File: config.mk
export PLATFORM = sky130hd
export DESIGN_NAME = line_follow_steering_fsm_core
export DESIGN_NICKNAME = d
export VERILOG_FILES = /design/src/rtl/core/lfs_pkg.sv /design/src/rtl/core/line_follow_steering_fsm_core.sv /design/src/rtl/core/lfs_cfg_regs.sv /design/src/rtl/core/lfs_steer.sv
export SDC_FILE = /design/constraint.sdc
export NUM_CORES = 1
export LEC_CHECK = 0
export BUFFER_PORTS_ARGS = -buffer_cell sky130_fd_sc_hd__buf_4
export CAP_MARGIN = 20
export CORE_ASPECT_RATIO = 1.4
export CORE_UTILIZATION = 45
export DETAILED_ROUTE_END_ITERATION = 12
export PLACE_DENSITY = 0.65
export SKIP_LAST_GASP = 1
export SYNTH_ARGS = -nofsm -noshare
export SYNTH_HDL_FRONTEND = slang
export SYNTH_SLANG_ARGS = --single-unit
File: constraint.sdc
create_clock -name clk -period 8.5 [get_ports clk]
set_input_delay 2.125 -clock clk [delete_from_list [all_inputs] [get_ports clk]]
set_output_delay 2.125 -clock clk [all_outputs]
set_load 0.03 [all_outputs]
File: src/rtl/core/lfs_pkg.sv
// ----------------------------------------------------------------------------
// lfs_pkg
// Shared types and constants for the line-follow steering core: beat
// payloads, configuration register set, register indexes and mode codes.
// ----------------------------------------------------------------------------
package lfs_pkg;

  localparam int SENSOR_BITS = 10;
  localparam int TIMER_BITS  = 16;
  localparam int TICK_BITS   = 8;
  localparam int DUTY_BITS   = 8;
  localparam int LEVEL_BITS  = 3;
  localparam int CMP_BITS    = 13;
  localparam int CUT_BITS    = 11;
  localparam int CFG_IDX_BITS  = 3;
  localparam int CFG_DATA_BITS = 16;
  localparam logic [LEVEL_BITS-1:0] TOP_LEVEL = 3'd5;

  typedef enum logic [3:0] {
    MODE_STRAIGHT = 4'd0,
    MODE_STOP     = 4'd1,
    MODE_RIGHT1   = 4'd2,
    MODE_RIGHT2   = 4'd3,
    MODE_RIGHT3   = 4'd4,
    MODE_RIGHT4   = 4'd5,
    MODE_RIGHT5   = 4'd6,
    MODE_LEFT1    = 4'd7,
    MODE_LEFT2    = 4'd8,
    MODE_LEFT3    = 4'd9,
    MODE_LEFT4    = 4'd10,
    MODE_LEFT5    = 4'd11,
    MODE_SHORTCUT = 4'd12
  } mode_t;

  typedef enum logic [CFG_IDX_BITS-1:0] {
    REG_BASE_LEVEL    = 3'd0,
    REG_LEVEL_STEP    = 3'd1,
    REG_CROSS_LEVEL   = 3'd2,
    REG_SHORTCUT_TIME = 3'd3,
    REG_CRUISE_DUTY   = 3'd4,
    REG_DUTY_STEP     = 3'd5
  } cfg_idx_t;

  typedef struct packed {
    logic [9:0]  ladder_base_level;
    logic [7:0]  ladder_level_step;
    logic [9:0]  cross_level;
    logic [15:0] shortcut_time;
    logic [7:0]  cruise_duty;
    logic [7:0]  duty_step;
  } cfg_t;

  typedef struct packed {
    logic [SENSOR_BITS-1:0] timer_sensor_low;
    logic [SENSOR_BITS-1:0] right_turn_sensor;
    logic [SENSOR_BITS-1:0] left_turn_sensor;
    logic [SENSOR_BITS-1:0] timer_sensor_high;
    logic                   start_jack;
    logic                   end_switch;
    logic [TICK_BITS-1:0]   timer_ticks;
  } in_t;

  typedef struct packed {
    logic [DUTY_BITS-1:0] left_duty;
    logic [DUTY_BITS-1:0] right_duty;
    logic [3:0]           mode;
    logic                 motors_enabled;
  } out_t;

endpackage

File: src/rtl/core/line_follow_steering_fsm_core.sv
// ----------------------------------------------------------------------------
// line_follow_steering_fsm_core
// Line-follow steering controller: one sensor frame in, one duty/mode
// result out.
// ----------------------------------------------------------------------------
// Input channel (in_valid / in_stall / in_item) carries one sensor frame per
// beat; output channel (out_valid / out_stall / out_item) carries the motor
// duties, the new steering mode and the motor enable for that frame.
// Configuration writes use cfg_valid / cfg_ready with a register index and
// data; cfg_ready is always high and unknown indexes are dropped. Write
// only while no frame is in flight.
// Path: a frame accepted into the input register is processed by the
// steering logic and loaded into the result register, where out_valid
// rises; a stalled result holds it in the input register.
// Throughput: one frame per cycle while the receiver does not stall, set by
// the mode update that closes the state loop between consecutive frames.
// Reset (rst, synchronous): straight mode, timer cleared and stopped,
// motors off, registers back to their defaults, both channels empty.
// When the receiver stalls, the result register holds; a frame can still be
// taken into an empty input register, and in_stall rises while it is full.
// ----------------------------------------------------------------------------
module line_follow_steering_fsm_core #(
  parameter int TIMER_BITS = lfs_pkg::TIMER_BITS
) (
  input  logic                               clk,
  input  logic                               rst,
  input  logic                               in_valid,
  output logic                               in_stall,
  input  lfs_pkg::in_t                       in_item,
  output logic                               out_valid,
  input  logic                               out_stall,
  output lfs_pkg::out_t                      out_item,
  input  logic                               cfg_valid,
  output logic                               cfg_ready,
  input  logic [lfs_pkg::CFG_IDX_BITS-1:0]   cfg_index,
  input  logic [lfs_pkg::CFG_DATA_BITS-1:0]  cfg_data
);

  logic          in_busy, advance, in_take;
  lfs_pkg::in_t  in_reg;
  lfs_pkg::out_t result;
  lfs_pkg::cfg_t cfg;

  assign cfg_ready = 1'b1;
  assign advance   = in_busy && !(out_valid && out_stall);
  assign in_stall  = in_busy && out_valid && out_stall;
  assign in_take   = in_valid && !in_stall;

  lfs_cfg_regs u_cfg (
    .clk      (clk),
    .rst      (rst),
    .wr_en    (cfg_valid && cfg_ready),
    .wr_index (cfg_index),
    .wr_data  (cfg_data),
    .cfg      (cfg)
  );

  lfs_steer #(
    .TIMER_BITS (TIMER_BITS)
  ) u_steer (
    .clk     (clk),
    .rst     (rst),
    .advance (advance),
    .item    (in_reg),
    .cfg     (cfg),
    .result  (result)
  );

  always_ff @(posedge clk) begin
    if (rst) begin
      in_busy   <= 1'b0;
      out_valid <= 1'b0;
    end else begin
      if (in_take) in_busy <= 1'b1;
      else if (advance) in_busy <= 1'b0;
      if (advance) out_valid <= 1'b1;
      else if (!out_stall) out_valid <= 1'b0;
    end
  end

  always_ff @(posedge clk) begin
    if (in_take) in_reg <= in_item;
    if (advance) out_item <= result;
  end

`ifndef SYNTHESIS
  a_adv_fills: assert property (@(posedge clk) disable iff (rst)
    advance |=> out_valid)
    else $error("processed beat did not reach the result register");

  a_stop_holds: assert property (@(posedge clk) disable iff (rst)
    out_valid && !out_stall && in_busy && (out_item.mode == 4'(lfs_pkg::MODE_STOP))
    |=> (out_item.mode == 4'(lfs_pkg::MODE_STOP)) && (out_item.left_duty == '0)
        && (out_item.right_duty == '0))
    else $error("stop mode left or drove the motors");

  a_shortcut_holds: assert property (@(posedge clk) disable iff (rst)
    out_valid && !out_stall && in_busy && (out_item.mode == 4'(lfs_pkg::MODE_SHORTCUT))
    |=> ((out_item.mode == 4'(lfs_pkg::MODE_SHORTCUT))
         || (out_item.mode == 4'(lfs_pkg::MODE_STOP)))
        && (out_item.left_duty == '0) && (out_item.right_duty == '0))
    else $error("shortcut stop left or drove the motors");

  a_enable_sticky: assert property (@(posedge clk) disable iff (rst)
    out_valid && !out_stall && in_busy && out_item.motors_enabled |=> out_item.motors_enabled)
    else $error("motor enable dropped");
`endif

endmodule

File: src/rtl/core/lfs_cfg_regs.sv
// ----------------------------------------------------------------------------
// lfs_cfg_regs
// Configuration register set; one write beat per cycle, unknown indexes
// are dropped.
// ----------------------------------------------------------------------------
module lfs_cfg_regs (
  input  logic                               clk,
  input  logic                               rst,
  input  logic                               wr_en,
  input  logic [lfs_pkg::CFG_IDX_BITS-1:0]   wr_index,
  input  logic [lfs_pkg::CFG_DATA_BITS-1:0]  wr_data,
  output lfs_pkg::cfg_t                      cfg
);

  always_ff @(posedge clk) begin
    if (rst) begin
      cfg.ladder_base_level <= 10'd200;
      cfg.ladder_level_step <= 8'd100;
      cfg.cross_level       <= 10'd800;
      cfg.shortcut_time     <= 16'd37500;
      cfg.cruise_duty       <= 8'd150;
      cfg.duty_step         <= 8'd30;
    end else if (wr_en) begin
      unique case (lfs_pkg::cfg_idx_t'(wr_index))
        lfs_pkg::REG_BASE_LEVEL:    cfg.ladder_base_level <= wr_data[9:0];
        lfs_pkg::REG_LEVEL_STEP:    cfg.ladder_level_step <= wr_data[7:0];
        lfs_pkg::REG_CROSS_LEVEL:   cfg.cross_level       <= wr_data[9:0];
        lfs_pkg::REG_SHORTCUT_TIME: cfg.shortcut_time     <= wr_data[15:0];
        lfs_pkg::REG_CRUISE_DUTY:   cfg.cruise_duty       <= wr_data[7:0];
        lfs_pkg::REG_DUTY_STEP:     cfg.duty_step         <= wr_data[7:0];
        default: ;
      endcase
    end
  end

endmodule

File: src/rtl/core/lfs_steer.sv
// ----------------------------------------------------------------------------
// lfs_steer
// Steering state machine: shortcut timer, motor enable and mode update,
// with the motor duties decoded from the mode in force for the frame.
// ----------------------------------------------------------------------------
module lfs_steer #(
  parameter int TIMER_BITS = lfs_pkg::TIMER_BITS
) (
  input  logic          clk,
  input  logic          rst,
  input  logic          advance,
  input  lfs_pkg::in_t  item,
  input  lfs_pkg::cfg_t cfg,
  output lfs_pkg::out_t result
);

  localparam int CW = (TIMER_BITS > 16) ? TIMER_BITS : 16;
  localparam int CB = lfs_pkg::CMP_BITS;
  localparam int LB = lfs_pkg::LEVEL_BITS;
  localparam int KB = lfs_pkg::CUT_BITS;

  lfs_pkg::mode_t          mode, mode_next, mode_eff;
  logic [TIMER_BITS-1:0]   timer, timer_next, timer_adv;
  logic                    timer_started, timer_started_next;
  logic                    motors_on, motors_on_next;
  logic                    start_hit, in_right, in_left, cross_hit;
  logic [CB-1:0]           s_low, s_high, s_right, s_left, s_side, base_c, up, down;
  logic [LB-1:0]           lvl, new_lvl;
  logic [KB-1:0]           cut;
  logic [lfs_pkg::DUTY_BITS-1:0] inner, left_duty, right_duty;

  always_comb begin
    mode_eff  = item.end_switch ? mode : lfs_pkg::MODE_STOP;
    timer_adv = timer_started ? timer + TIMER_BITS'(item.timer_ticks) : timer;
    s_low     = CB'(item.timer_sensor_low);
    s_high    = CB'(item.timer_sensor_high);
    s_right   = CB'(item.right_turn_sensor);
    s_left    = CB'(item.left_turn_sensor);
    base_c    = CB'(cfg.ladder_base_level);
    start_hit = (s_low < base_c) && (s_high > base_c);
    timer_next         = start_hit ? '0 : timer_adv;
    timer_started_next = timer_started | start_hit;
    motors_on_next     = motors_on | item.start_jack;
    cross_hit = (s_left > CB'(cfg.cross_level)) && (s_right > CB'(cfg.cross_level));
    in_right  = (mode_eff >= lfs_pkg::MODE_RIGHT1) && (mode_eff <= lfs_pkg::MODE_RIGHT5);
    in_left   = (mode_eff >= lfs_pkg::MODE_LEFT1) && (mode_eff <= lfs_pkg::MODE_LEFT5);
    lvl = in_right ? LB'(4'(mode_eff) - 4'(lfs_pkg::MODE_RIGHT1)) + LB'(1)
                   : LB'(4'(mode_eff) - 4'(lfs_pkg::MODE_LEFT1)) + LB'(1);
    s_side = in_right ? s_right : s_left;
    up   = base_c + CB'(lvl) * CB'(cfg.ladder_level_step);
    down = base_c + CB'(lvl - LB'(1)) * CB'(cfg.ladder_level_step);
    cut  = KB'(lvl) * KB'(cfg.duty_step);
    inner = (cut >= KB'(cfg.cruise_duty)) ? '0
          : lfs_pkg::DUTY_BITS'(KB'(cfg.cruise_duty) - cut);
    priority if ((lvl < lfs_pkg::TOP_LEVEL) && (s_side > up)) new_lvl = lvl + LB'(1);
    else if (s_side < down) new_lvl = lvl - LB'(1);
    else new_lvl = lvl;
  end

  // next state
  always_comb begin
    priority if (mode_eff == lfs_pkg::MODE_STRAIGHT) begin
      mode_next = (CW'(timer_next) > CW'(cfg.shortcut_time)) ? lfs_pkg::MODE_SHORTCUT
                                                              : lfs_pkg::MODE_STRAIGHT;
      priority if (cross_hit) mode_next = lfs_pkg::MODE_STOP;
      else if (s_right > base_c) mode_next = lfs_pkg::MODE_RIGHT1;
      else if (s_left > base_c) mode_next = lfs_pkg::MODE_LEFT1;
      else mode_next = mode_next;
    end else if (in_right || in_left) begin
      if (new_lvl == '0) begin
        mode_next = lfs_pkg::MODE_STRAIGHT;
      end else begin
        mode_next = lfs_pkg::mode_t'(4'(new_lvl) - 4'd1 +
                    (in_right ? 4'(lfs_pkg::MODE_RIGHT1) : 4'(lfs_pkg::MODE_LEFT1)));
      end
    end else if (mode_eff == lfs_pkg::MODE_SHORTCUT) begin
      mode_next = lfs_pkg::MODE_SHORTCUT;
    end else begin
      mode_next = lfs_pkg::MODE_STOP;
    end
  end

  // outputs
  always_comb begin
    priority if (mode_eff == lfs_pkg::MODE_STRAIGHT) begin
      left_duty  = cfg.cruise_duty;
      right_duty = cfg.cruise_duty;
    end else if (in_right) begin
      left_duty  = cfg.cruise_duty;
      right_duty = inner;
    end else if (in_left) begin
      left_duty  = inner;
      right_duty = cfg.cruise_duty;
    end else begin
      left_duty  = '0;
      right_duty = '0;
    end
    result.left_duty      = left_duty;
    result.right_duty     = right_duty;
    result.mode           = 4'(mode_next);
    result.motors_enabled = motors_on_next;
  end

  always_ff @(posedge clk) begin
    if (rst) begin
      mode          <= lfs_pkg::MODE_STRAIGHT;
      timer         <= '0;
      timer_started <= 1'b0;
      motors_on     <= 1'b0;
    end else if (advance) begin
      mode          <= mode_next;
      timer         <= timer_next;
      timer_started <= timer_started_next;
      motors_on     <= motors_on_next;
    end
  end

endmodule

==> results of run 1 <==
==> what timing repair did <==
item                                    CTS  global route
setup buffers                             1             4
endpoints found under the setup margin    3             8
resized for setup                         0             8
pin swaps                                 1             2
hold buffers                              0             0
==> critical path, delay by kind of cell (launching register included) <==
family | cells | cell delay [ns]
XOR/XNOR | 3 | 0.41
AND/OR/NAND/NOR | 7 | 0.94
adder cells (fa/ha/maj) | 9 | 3.32
flip-flops | 1 | 0.42
buffers and inverters | 5 | 0.48
multiplexers | 1 | 0.34
AO/OA/AOI/OAI | 9 | 1.97
==> worst paths after layout <==
check | start | endpoint | slack, ns
max | in_reg[8] | out_item[4] | 0.38
min | u_cfg.cfg[29] | u_cfg.cfg[29] | 0.45
max reg2reg | in_reg[8] | out_item[4] | 0.38
min reg2reg | u_cfg.cfg[29] | u_cfg.cfg[29] | 0.45
==> metal layers <==
layer  routed length (µm)  vias up
met5                    0        -
met4                 1209        0
met3                 1241       53
met2                16350      202
met1                12670     4863
li1                     -     5060
==> final cells by class <==
type | instances | share of cell area, %
clock buffers | 22 | 3.261
repair buffers | 115 | 6.001
inverters | 184 | 4.800
clock inverters | 9 | 0.5131
multi-input cells | 1046 | 55.69
flip-flops and latches | 155 | 26.52
well taps | 370 | 3.218
==> power by group <==
part	total (mW)	internal, mW	switching (mW)
logic	0.995	0.422	0.574
clock network	0.718	0.418	0.300
registers	0.846	0.820	0.0255
==> cell families after synthesis <==
logic type / after synthesis / synth area share (%)
compound gates: 287 / 14.44
xor+xnor: 46 / 3.185
fa+ha+maj: 241 / 27.87
buf+inv: 225 / 6.805
flops: 155 / 30.15
mux: 4 / 0.3659
other cells: 1 / 0.02965
simple gates: 467 / 17.15
==> cell usage in the layout, fill, tap and decap left out, types with 5 or more instances in the layout <==
cell type    n
nand2_1    228
inv_1      183
ha_1       171
buf_4      115
a21oi_1    107
dfxtp_1     83
edfxtp_1    71
fa_1        68
nor2_1      56
o21ai_0     54
nand3_1     33
and2_1      29
nor2b_1     28
a21o_1      26
xnor2_1     26
xor2_1      20
o211ai_1    20
clkbuf_16   18
nand4_1     16
and3_1      16
o21a_1      15
nor3_1      15
nand2b_1    13
or3_1        9
a22o_1       9
clkinv_2     7
a211oi_1     6
or4_1        5
a31oi_1      5
==> through the flow <==
stage	instance area [µm²]	hold WS [ns]	cells
after global placement	13780	0.4444	1865
after CTS	14330	0.4560	1897
after global routing	14390	0.4720	1901
after floorplan	12650	0.4293	1426
after detailed placement	13780	0.4477	1865
final	14390	0.4531	1901
==> metrics.md, run 1 <==
| Metric | Value |
|---|---|
| Max-slew violation total from the final report | `0` |
| Clock root buffer | `clkbuf_16` |
| ANT cells | `0` |
| Minimum clock period | `8.122 ns` |
| Design Power | `2.559 mW` |
| Routed Antenna Nets | `0` |
| Clock latency at the later pin of the worst-skew pair | `0.43 ns` |
| DRC violations left | `0` |
| Die Y | `200.4 µm` |
| Seq/Total Area, Yosys | `30.15%` |
| Tcrit/Tclk final | `95.55%` |
| Endpoint class of the critical path | `flop` |
| Mapped Area | `0.01265 mm²` |
| Congestion Overflow GR | `0` |
| Initial core utilization | `45.74%` |
| Most frequent cells after synthesis | `nand2_1 (228), inv_1 (183), ha_1 (173), a21oi_1 (108), dfxtp_1 (84)` |
| Sink Count | `155` |
| Vias | `10.18k` |
| Endpoints failing setup | `0` |
| Die X | `143.7 µm` |
| Fmax | `123.1 MHz` |
| Power Dens Cells | `177.9 mW/mm²` |
| First-pass GRT wire length | `50,920 µm` |
| Status | `completed` |
| Vias in the first global route | `10.21k` |
| Max-cap violations | `0` |
| # fillers | `2,651` |
| WHS Path Cells | `2` |
| Slowest CP cell | `fa_1` |
| Gp weighted congestion | `0.8589` |
| Startpoint type of the worst setup path | `flop` |
| Synth cell types | `71` |
| Worst Tran Pin Value | `0.9061 ns` |
| Peak supply drop | `143.9 µV` |
| Grt met3 use | `3.801%` |
| Post-synth net total | `1,741` |
| Unrepaired setup endpoints after global routing | `no` |
| Num CTS Buffers | `17` |
| Crit path max fanout | `7` |
| Total core area | `0.02766 mm²` |
| Synth Warn # | `0` |
| WP data arrival | `8.30 ns` |
| Fin util | `52.02%` |
| GR peak layer | `met2` |
| Relative slew margins | `39.45%` |
| I/O pin total | `98` |
| Post-synthesis cell count | `1,426` |
| Nets@finish | `1,834` |
| H-tree levels | `4` |
| Top cells by area, synth | `ha_1 (17%), edfxtp_1 (17%), dfxtp_1 (13%), fa_1 (11%), nand2_1 (6.8%)` |
| TNS Setup | `0 ns` |
| GR Layer Usage met2 | `41.00%` |
| DP Worst Slack | `-0.07420 ns` |
| Drt wl/cell | `16.55 µm` |
| Largest net degree at the start of global routing | `57` |
| Iter 0 DRT Violations | `497` |
| Largest register FFs | `60` |
| Main synth FF type | `dfxtp_1` |
| Layout cells sized above 1 | `10.78%` |
| Multi-input gate area | `0.008013 mm²` |
| Share of the synthesized area in the top cell type | `17.11%` |
| Leakage | `6.638 nW` |
| TritonCTS clock tree | `built` |
| Fin worst setup slack | `0.3784 ns` |
| Hold/Removal Path Class | `flop to flop` |
| Die area | `0.02879 mm²` |
| Row count | `72` |
| Average size of a mapped cell | `8.871 µm²` |
| Seq. cell area | `0.003815 mm²` |
| Detailed placement HPWL | `24,930 µm` |
| Crit Path Class | `flop to flop` |
| Skew final | `0.006187 ns` |
| Max clock buf depth | `2` |
| GR Util All Layers | `23.00%` |
| Drt total wl | `31,460 µm` |
| DR pass1 iterations | `5` |
| Most numerous cell in the Yosys netlist | `nand2_1` |
| Growth of design area from synthesis to finish | `13.74%` |
| #FFs+latches synth | `155` |
| M1 GR Usage | `26.52%` |
| Vias/cell | `5.354` |
| Slowest stage delay, CP | `0.56 ns` |
| IO Port Bufs | `96` |
| Clock Pin Slew Worst Setup and Hold Paths | `0.06 ns` |
| Post-synth EDFFs | `71` |
| Worst reg2reg path depth | `34` |
| Synth area leader | `ha_1` |
| Synth async-reset ratio | `0%` |
| CP Data Required Time | `8.68 ns` |
| Final hold violations | `0` |
| Initial antenna violation count | `0` |
(Power assumes the default switching activity.)
==> inputs of run 2 (changes only) <==
- PLACE_DENSITY: 0.65 -> 0.67
- clock period: 8.5 -> 8.21 ns (I/O delays scaled with it)
==> run 2 against run 1 <==
Worst hold slack improved by 0.0036 ns; largest cell class unchanged; largest power group unchanged; register-to-register slack better by 0.07 ns; flip-flop and latch count is the same; sequential power rose by 3.5%; clock-buffer cell count down 1; critical path type unchanged; total power is 7.1% higher; first-iteration DRC count shrank 4.0%; sequential share of layout area down 0.23 points; design area increased by 0.84%.
==> metrics.md, run 2 (synthesis results as in run 1) <==
| Metric | Value |
|---|---|
| Status | `completed` |
| DR pass1 iterations | `5 (unchanged)` |
| I/O pin total | `98 (unchanged)` |
| Total core area | `0.02766 mm² (unchanged)` |
| Largest net degree at the start of global routing | `57 (unchanged)` |
| R2R Setup Slk | `0.45 ns (+0.07 ns)` |
| Relative slew margins | `41.08% (+1.6 points)` |
| Num CTS Buffers | `17 (unchanged)` |
| Worst Tran Pin Value | `0.8817 ns (-0.02440 ns)` |
| H-tree levels | `4 (unchanged)` |
| DRC violations left | `0 (unchanged)` |
| Endpoint class of the critical path | `flop` |
| Layout cells sized above 1 | `11.48% (+0.70 points)` |
| Unrepaired setup endpoints after global routing | `no` |
| Crit Path Class | `flop to flop` |
| Startpoint type of the worst setup path | `flop` |
| Most used cell, CP | `fa_1` |
| Design Power | `2.740 mW (+7.1%)` |
| Leakage | `6.658 nW (+0.31%)` |
| Hold/Removal Path Class | `flop to flop` |
| Die Y | `200.4 µm (unchanged)` |
| DP Worst Slack | `-0.05270 ns (+0.02150 ns)` |
| Slowest stage delay, CP | `0.55 ns (about the same)` |
| GR Util All Layers | `23.06% (+0.050 points)` |
| WHS Path Cells | `2 (unchanged)` |
| Die area | `0.02879 mm² (unchanged)` |
| Non-filler cells, final | `1,903 (+0.11%)` |
| WP data arrival | `7.96 ns (-0.34 ns)` |
| IO Port Bufs | `96 (unchanged)` |
| Vias | `10.31k (+1.3%)` |
| Fin util | `52.46% (+0.43 points)` |
| CP delay by family, top | `adder cells` |
| Congestion Overflow GR | `0 (unchanged)` |
| Clock latency at the later pin of the worst-skew pair | `0.44 ns (about the same)` |
| Largest register FFs | `60 (unchanged)` |
| Growth of design area from synthesis to finish | `14.69%` |
| Initial core utilization | `45.74% (unchanged)` |
| Hold worst-path end | `u_cfg.cfg[38]` |
| Initial antenna violation count | `1 (+1)` |
| Row count | `72 (unchanged)` |
| Die X | `143.7 µm (unchanged)` |
| Hold-fix buffers, CTS | `0 (unchanged)` |
| Fin worst setup slack | `0.4451 ns (+0.06665 ns)` |
| Vias in the first global route | `10.55k (+3.3%)` |
| Commonest non-fill, non-tap cell in the layout | `nand2_1` |
| Vias/cell | `5.418 (+1.2%)` |
| Iter 0 DRT Violations | `477 (-4.0%)` |
| Crit path max fanout | `7 (unchanged)` |
| Buf/Inv on CP | `6 (+1)` |
| Levels on crit path | `35 (+2.9%)` |
| Tcrit/Tclk final | `94.58% (-0.97 points)` |
| Worst R2R Start | `in_reg[8]` |
| Dpl cells | `1,868 (+0.16%)` |
| Nets@finish | `1,835 (+0.055%)` |
| Gp weighted congestion | `0.8596 (about the same)` |
| Drt total wl | `31,620 µm (+0.51%)` |
| Minimum clock period | `7.765 ns (-0.3567 ns)` |
| TritonCTS clock tree | `built` |
| Slowest CP cell | `fa_1` |
| Fmax | `128.8 MHz (+4.6%)` |
| Endpoints failing setup | `0 (unchanged)` |
| Routed Antenna Nets | `0 (unchanged)` |
| Detailed placement HPWL | `25,120 µm (+0.75%)` |
| Critical hold path startpoint | `u_cfg.cfg[38]` |
| Worst reg2reg path depth | `35 (+2.9%)` |
| Max clock buf depth | `2 (unchanged)` |
| FF-to-FF End | `out_item[4]` |
| Max-slew violation total from the final report | `0 (unchanged)` |
| Sink Count | `155 (unchanged)` |
| Skew final | `0.01022 ns (+0.004037 ns)` |
| Max-cap violations | `0 (unchanged)` |
| Clock Pin Slew Worst Setup and Hold Paths | `0.06 ns (about the same)` |
| Clock root buffer | `clkbuf_16` |
| Final hold violations | `0 (unchanged)` |
| CP Data Required Time | `8.40 ns (-0.28 ns)` |
| First-pass GRT wire length | `51,130 µm (+0.42%)` |
| Drt wl/cell | `16.62 µm (+0.40%)` |
| ANT cells | `0 (unchanged)` |
| Highest-count cells in the layout ignoring fill and taps | `nand2_1 (228), inv_1 (180), ha_1 (169)` |
| Power Dens Cells | `188.9 mW/mm² (+6.2%)` |
| Peak supply drop | `148.8 µV (+3.4%)` |
run 2: changes by cell type in the layout (fill, tap and decap cells not counted), sizes merged:
cell	before	now
clkinv	9	6
bufinv	1	3
inv	183	185
buf	115	116
clkbuf	22	21
clkinvlp	0	1
run 2: power by group:
part           leakage (nW)  switching, mW  internal [mW]
Sequential             1.37         0.0270          0.849
Combinational          5.00          0.612          0.451
Clock                 0.292          0.316          0.485
run 2: worst max-delay path by stage:
stage / startpoint / end
final: in_reg[8] / out_item[4]
after global routing: in_reg[8] / u_steer.mode[2]
after CTS: in_reg[8] / out_item[3]
after detailed placement: in_reg[8] / out_item[4]
after global placement: in_reg[8] / out_item[4]
after floorplan: in_reg[8] / out_item[4]
run 2: final cells by class:
type                       count  area (µm²)
clock buffer                  21       450.4
timing repair buffer         116       870.8
sequential                   155        3814
clock inverter                11       142.6
multi-input combinational   1046        8077
inverter                     184       690.7
tap                          370       462.9
fill                        2630       13150
run 2: stage by stage:
stage	area (µm²)	hold slack [ns]	TNS [ns]
3_3_place_gp	13810	0.4429	0
2_1_floorplan	12660	0.4293	0
3_5_place_dp	13810	0.4517	-0.1001
5_1_grt	14510	0.4743	0
6_report	14510	0.4567	0
4_1_cts	14420	0.4604	0
run 2: metal layers:
metal / vias up / routed length [µm] / share of wire (%) / track usage [%]
li1: 5067 / - / - / -
met3: 77 / 1272 / 4.0 / 3.849
met5: - / 8 / 0.025 / 0
met2: 220 / 16490 / 52 / 41.89
met1: 4945 / 12470 / 39 / 25.46
met4: 2 / 1384 / 4.4 / 11.36
run 2: worst min-delay path: cells and delay by family (launching register included):
kind | cells | cell delay, ns
and+or+nand+nor | 1 | 0.05
DFF | 1 | 0.31
AOI/OAI and AO/OA | 1 | 0.05
run 2: what timing repair did:
item	in CTS	in global routing
endpoints found under the hold margin	0	0
pin swaps	1	12
endpoints found under the setup margin	4	8
buffers inserted	2	1
resized for setup	0	22
==> inputs of run 3 (changes only) <==
- CORE_UTILIZATION: 45 -> 62
- CTS_CLUSTER_SIZE: unset -> 8
- PLACE_DENSITY: 0.67 -> 0.86
==> run 3 against run 2 <==
Routed wire length grew 3.0%; register-to-register slack got worse by 0.13 ns; global-route usage is 8.7 points higher; first-iteration DRC count rose by 78%; critical path type unchanged.
==> metrics.md, run 3 (synthesis results as in run 1) <==
| Metric | Value |
|---|---|
| Status | `completed` |
| GR Util All Layers | `31.77% (+8.7 points)` |
| R2R Setup Slk | `0.32 ns (-0.13 ns)` |
| Buf/Inv on CP | `5 (-1)` |
| Worst R2R Start | `in_reg[8]` |
| Routed Antenna Nets | `0 (unchanged)` |
| Tcrit/Tclk final | `96.15% (+1.6 points)` |
| Congestion Overflow GR | `0 (unchanged)` |
| Growth of design area from synthesis to finish | `14.74% (about the same)` |
| Vias in the first global route | `11.00k (+4.3%)` |
| # fillers | `1,401 (-47%)` |
| Fmax | `126.7 MHz (-1.6%)` |
| Max clock buf depth | `2 (unchanged)` |
| DR pass1 iterations | `5 (unchanged)` |
| Endpoint class of the critical path | `flop` |
| WHS Path Cells | `2 (unchanged)` |
| Max-slew violation total from the final report | `0 (unchanged)` |
| Hold worst-path end | `u_cfg.cfg[34]` |
| Max-cap violations | `0 (unchanged)` |
| Iter 0 DRT Violations | `847 (+78%)` |
| Slowest stage delay, CP | `0.55 ns (about the same)` |
| Non-filler cells, final | `1,795 (-5.7%)` |
| Clock Pin Slew Worst Setup and Hold Paths | `0.07 ns (about the same)` |
| ANT cells | `0 (unchanged)` |
| Clock power share | `29.8% (+0.6 points)` |
| Commonest non-fill, non-tap cell in the layout | `nand2_1` |
| TritonCTS clock tree | `built` |
| Gp weighted congestion | `0.9340 (+8.7%)` |
| Leakage | `6.730 nW (+1.1%)` |
| CP delay by family, top | `adder cells` |
| H-tree levels | `4 (unchanged)` |
| Layout cells sized above 1 | `12.44% (+0.96 points)` |
| Crit Path Class | `flop to flop` |
| Sink Count | `155 (unchanged)` |
| Hold_ws | `0.4575 ns (+0.0007910 ns)` |
| FF-to-FF End | `out_item[4]` |
| Detailed placement HPWL | `24,310 µm (-3.2%)` |
| First-pass GRT wire length | `51,280 µm (+0.30%)` |
| Multi-input gate area | `0.008122 mm² (+0.56%)` |
| Largest register FFs | `60 (unchanged)` |
| Clock root buffer | `clkbuf_16` |
| Endpoints failing setup | `0 (unchanged)` |
| IO Port Bufs | `96 (unchanged)` |
| Cell area after layout | `0.01451 mm² (about the same)` |
| WP data arrival | `8.08 ns (+0.12 ns)` |
| Nets@finish | `1,845 (+0.54%)` |
| DRC violations left | `0 (unchanged)` |
| Dpl cells | `1,751 (-6.3%)` |
| Largest net degree at the start of global routing | `57 (unchanged)` |
| Clock latency at the later pin of the worst-skew pair | `0.43 ns (about the same)` |
| Net switching power | `975.0 µW (+2.1%)` |
| Combinational power share | `38.6% (-0.2 points)` |
| Worst reg2reg path depth | `33 (-5.7%)` |
| Power Dens Cells | `191.2 mW/mm² (+1.2%)` |
| Critical hold path startpoint | `u_cfg.cfg[34]` |
| Vias/cell | `5.972 (+10%)` |
| Num CTS Buffers | `17 (unchanged)` |
| Sw frac | `35.14% (+0.27 points)` |
| Peak supply drop | `178.7 µV (+20%)` |
| Initial antenna violation count | `0 (-1)` |
| Drt total wl | `32,560 µm (+3.0%)` |
| Vias | `10.72k (+4.0%)` |
| Final hold violations | `0 (unchanged)` |
| Slowest CP cell | `fa_1` |
| Relative slew margins | `30.34% (-11 points)` |
| Seq. cell area | `0.003814 mm² (unchanged)` |
| Die area | `0.02099 mm² (-27%)` |
| Initial core utilization | `63.50% (+18 points)` |
| Total core area | `0.01992 mm² (-28%)` |
| CP Data Required Time | `8.40 ns (about the same)` |
| Hold/Removal Path Class | `flop to flop` |
| Worst Tran Pin Value | `1.045 ns (+0.1632 ns)` |
| Drt wl/cell | `18.14 µm (+9.2%)` |
| Row count | `61 (-15%)` |
| Startpoint type of the worst setup path | `flop` |
| I/O pin total | `98 (unchanged)` |
| Crit. Startpoint | `in_reg[8]` |
| Die X | `122.7 µm (-15%)` |
| Placed Area | `0.01367 mm² (-1.0%)` |
| Die Y | `171.0 µm (-15%)` |
| Flop pwr share | `31.6% (-0.4 points)` |
| Skew final | `0.01136 ns (+0.001137 ns)` |
| Highest-count cells in the layout ignoring fill and taps | `nand2_1 (226), inv_1 (183), ha_1 (168)` |
| Crit path max fanout | `6 (-1)` |
| Minimum clock period | `7.894 ns (+0.1294 ns)` |
| Internal | `1.800 mW (+0.86%)` |
## run 3: timing repair
item	4_1_cts	5_1_grt
hold buffers	0	0
endpoints found under the setup margin	4	7
cloned	0	0
resized for setup	1	26
pin swaps	1	11
hold endpoints to repair	0	0
setup buffers	0	12
## run 3: worst min-delay path: cells and delay by family (launching register included)
family / cells / cell delay [ns]
AOI/OAI and AO/OA: 1 / 0.05
DFF: 1 / 0.31
and+or+nand+nor: 1 / 0.05
## run 3: worst max path at each step
stage	end	slack, ns	cells after the start
after floorplan	out_item[4]	0.01	35
after global placement	out_item[4]	0.26	32
after detailed placement	out_item[4]	-0.08	32
after CTS	out_item[4]	0.03	35
after global routing	out_item[4]	-0.02	35
final	out_item[4]	0.32	33
## run 3: final cells by class
type,instances,share of cell area [%]
Clock inverter,12,0.8707
Inverter,184,4.759
Sequential cell,155,26.28
Clock buffer,20,3.448
Multi-Input combinational cell,1046,55.96
Tap cell,252,2.172
Timing Repair Buffer,126,6.517
## run 3: metal layers
metal	vias to the layer above	global-route usage, %	wire length (µm)
met2	407	55.40	16540
met4	0	20.41	1800
met1	5114	35.29	12200
li1	5072	-	-
met3	126	5.433	2026
met5	-	0	0
## run 3: metrics by stage
step                      total power, mW  setup slack (ns)  utilization, %  setup TNS (ns)
final                               2.775            0.3157           72.86               0
after global routing                2.926          -0.02232           72.86        -0.02232
after CTS                           2.722           0.02626           71.80               0
after detailed placement            1.898          -0.08144           68.62        -0.08144
after global placement              1.856            0.2603           68.62               0
after floorplan                     1.641           0.01187               -               0
## run 3: power groups by stage
stage               registers [mW]  logic [mW]  clock network (mW)
floorplan                    0.898       0.743                   0
global placement             0.890       0.966                   0
detailed placement           0.891        1.01                   0
CTS                          0.875        1.02               0.829
global route                 0.879        1.19               0.862
finish                       0.876        1.07               0.828
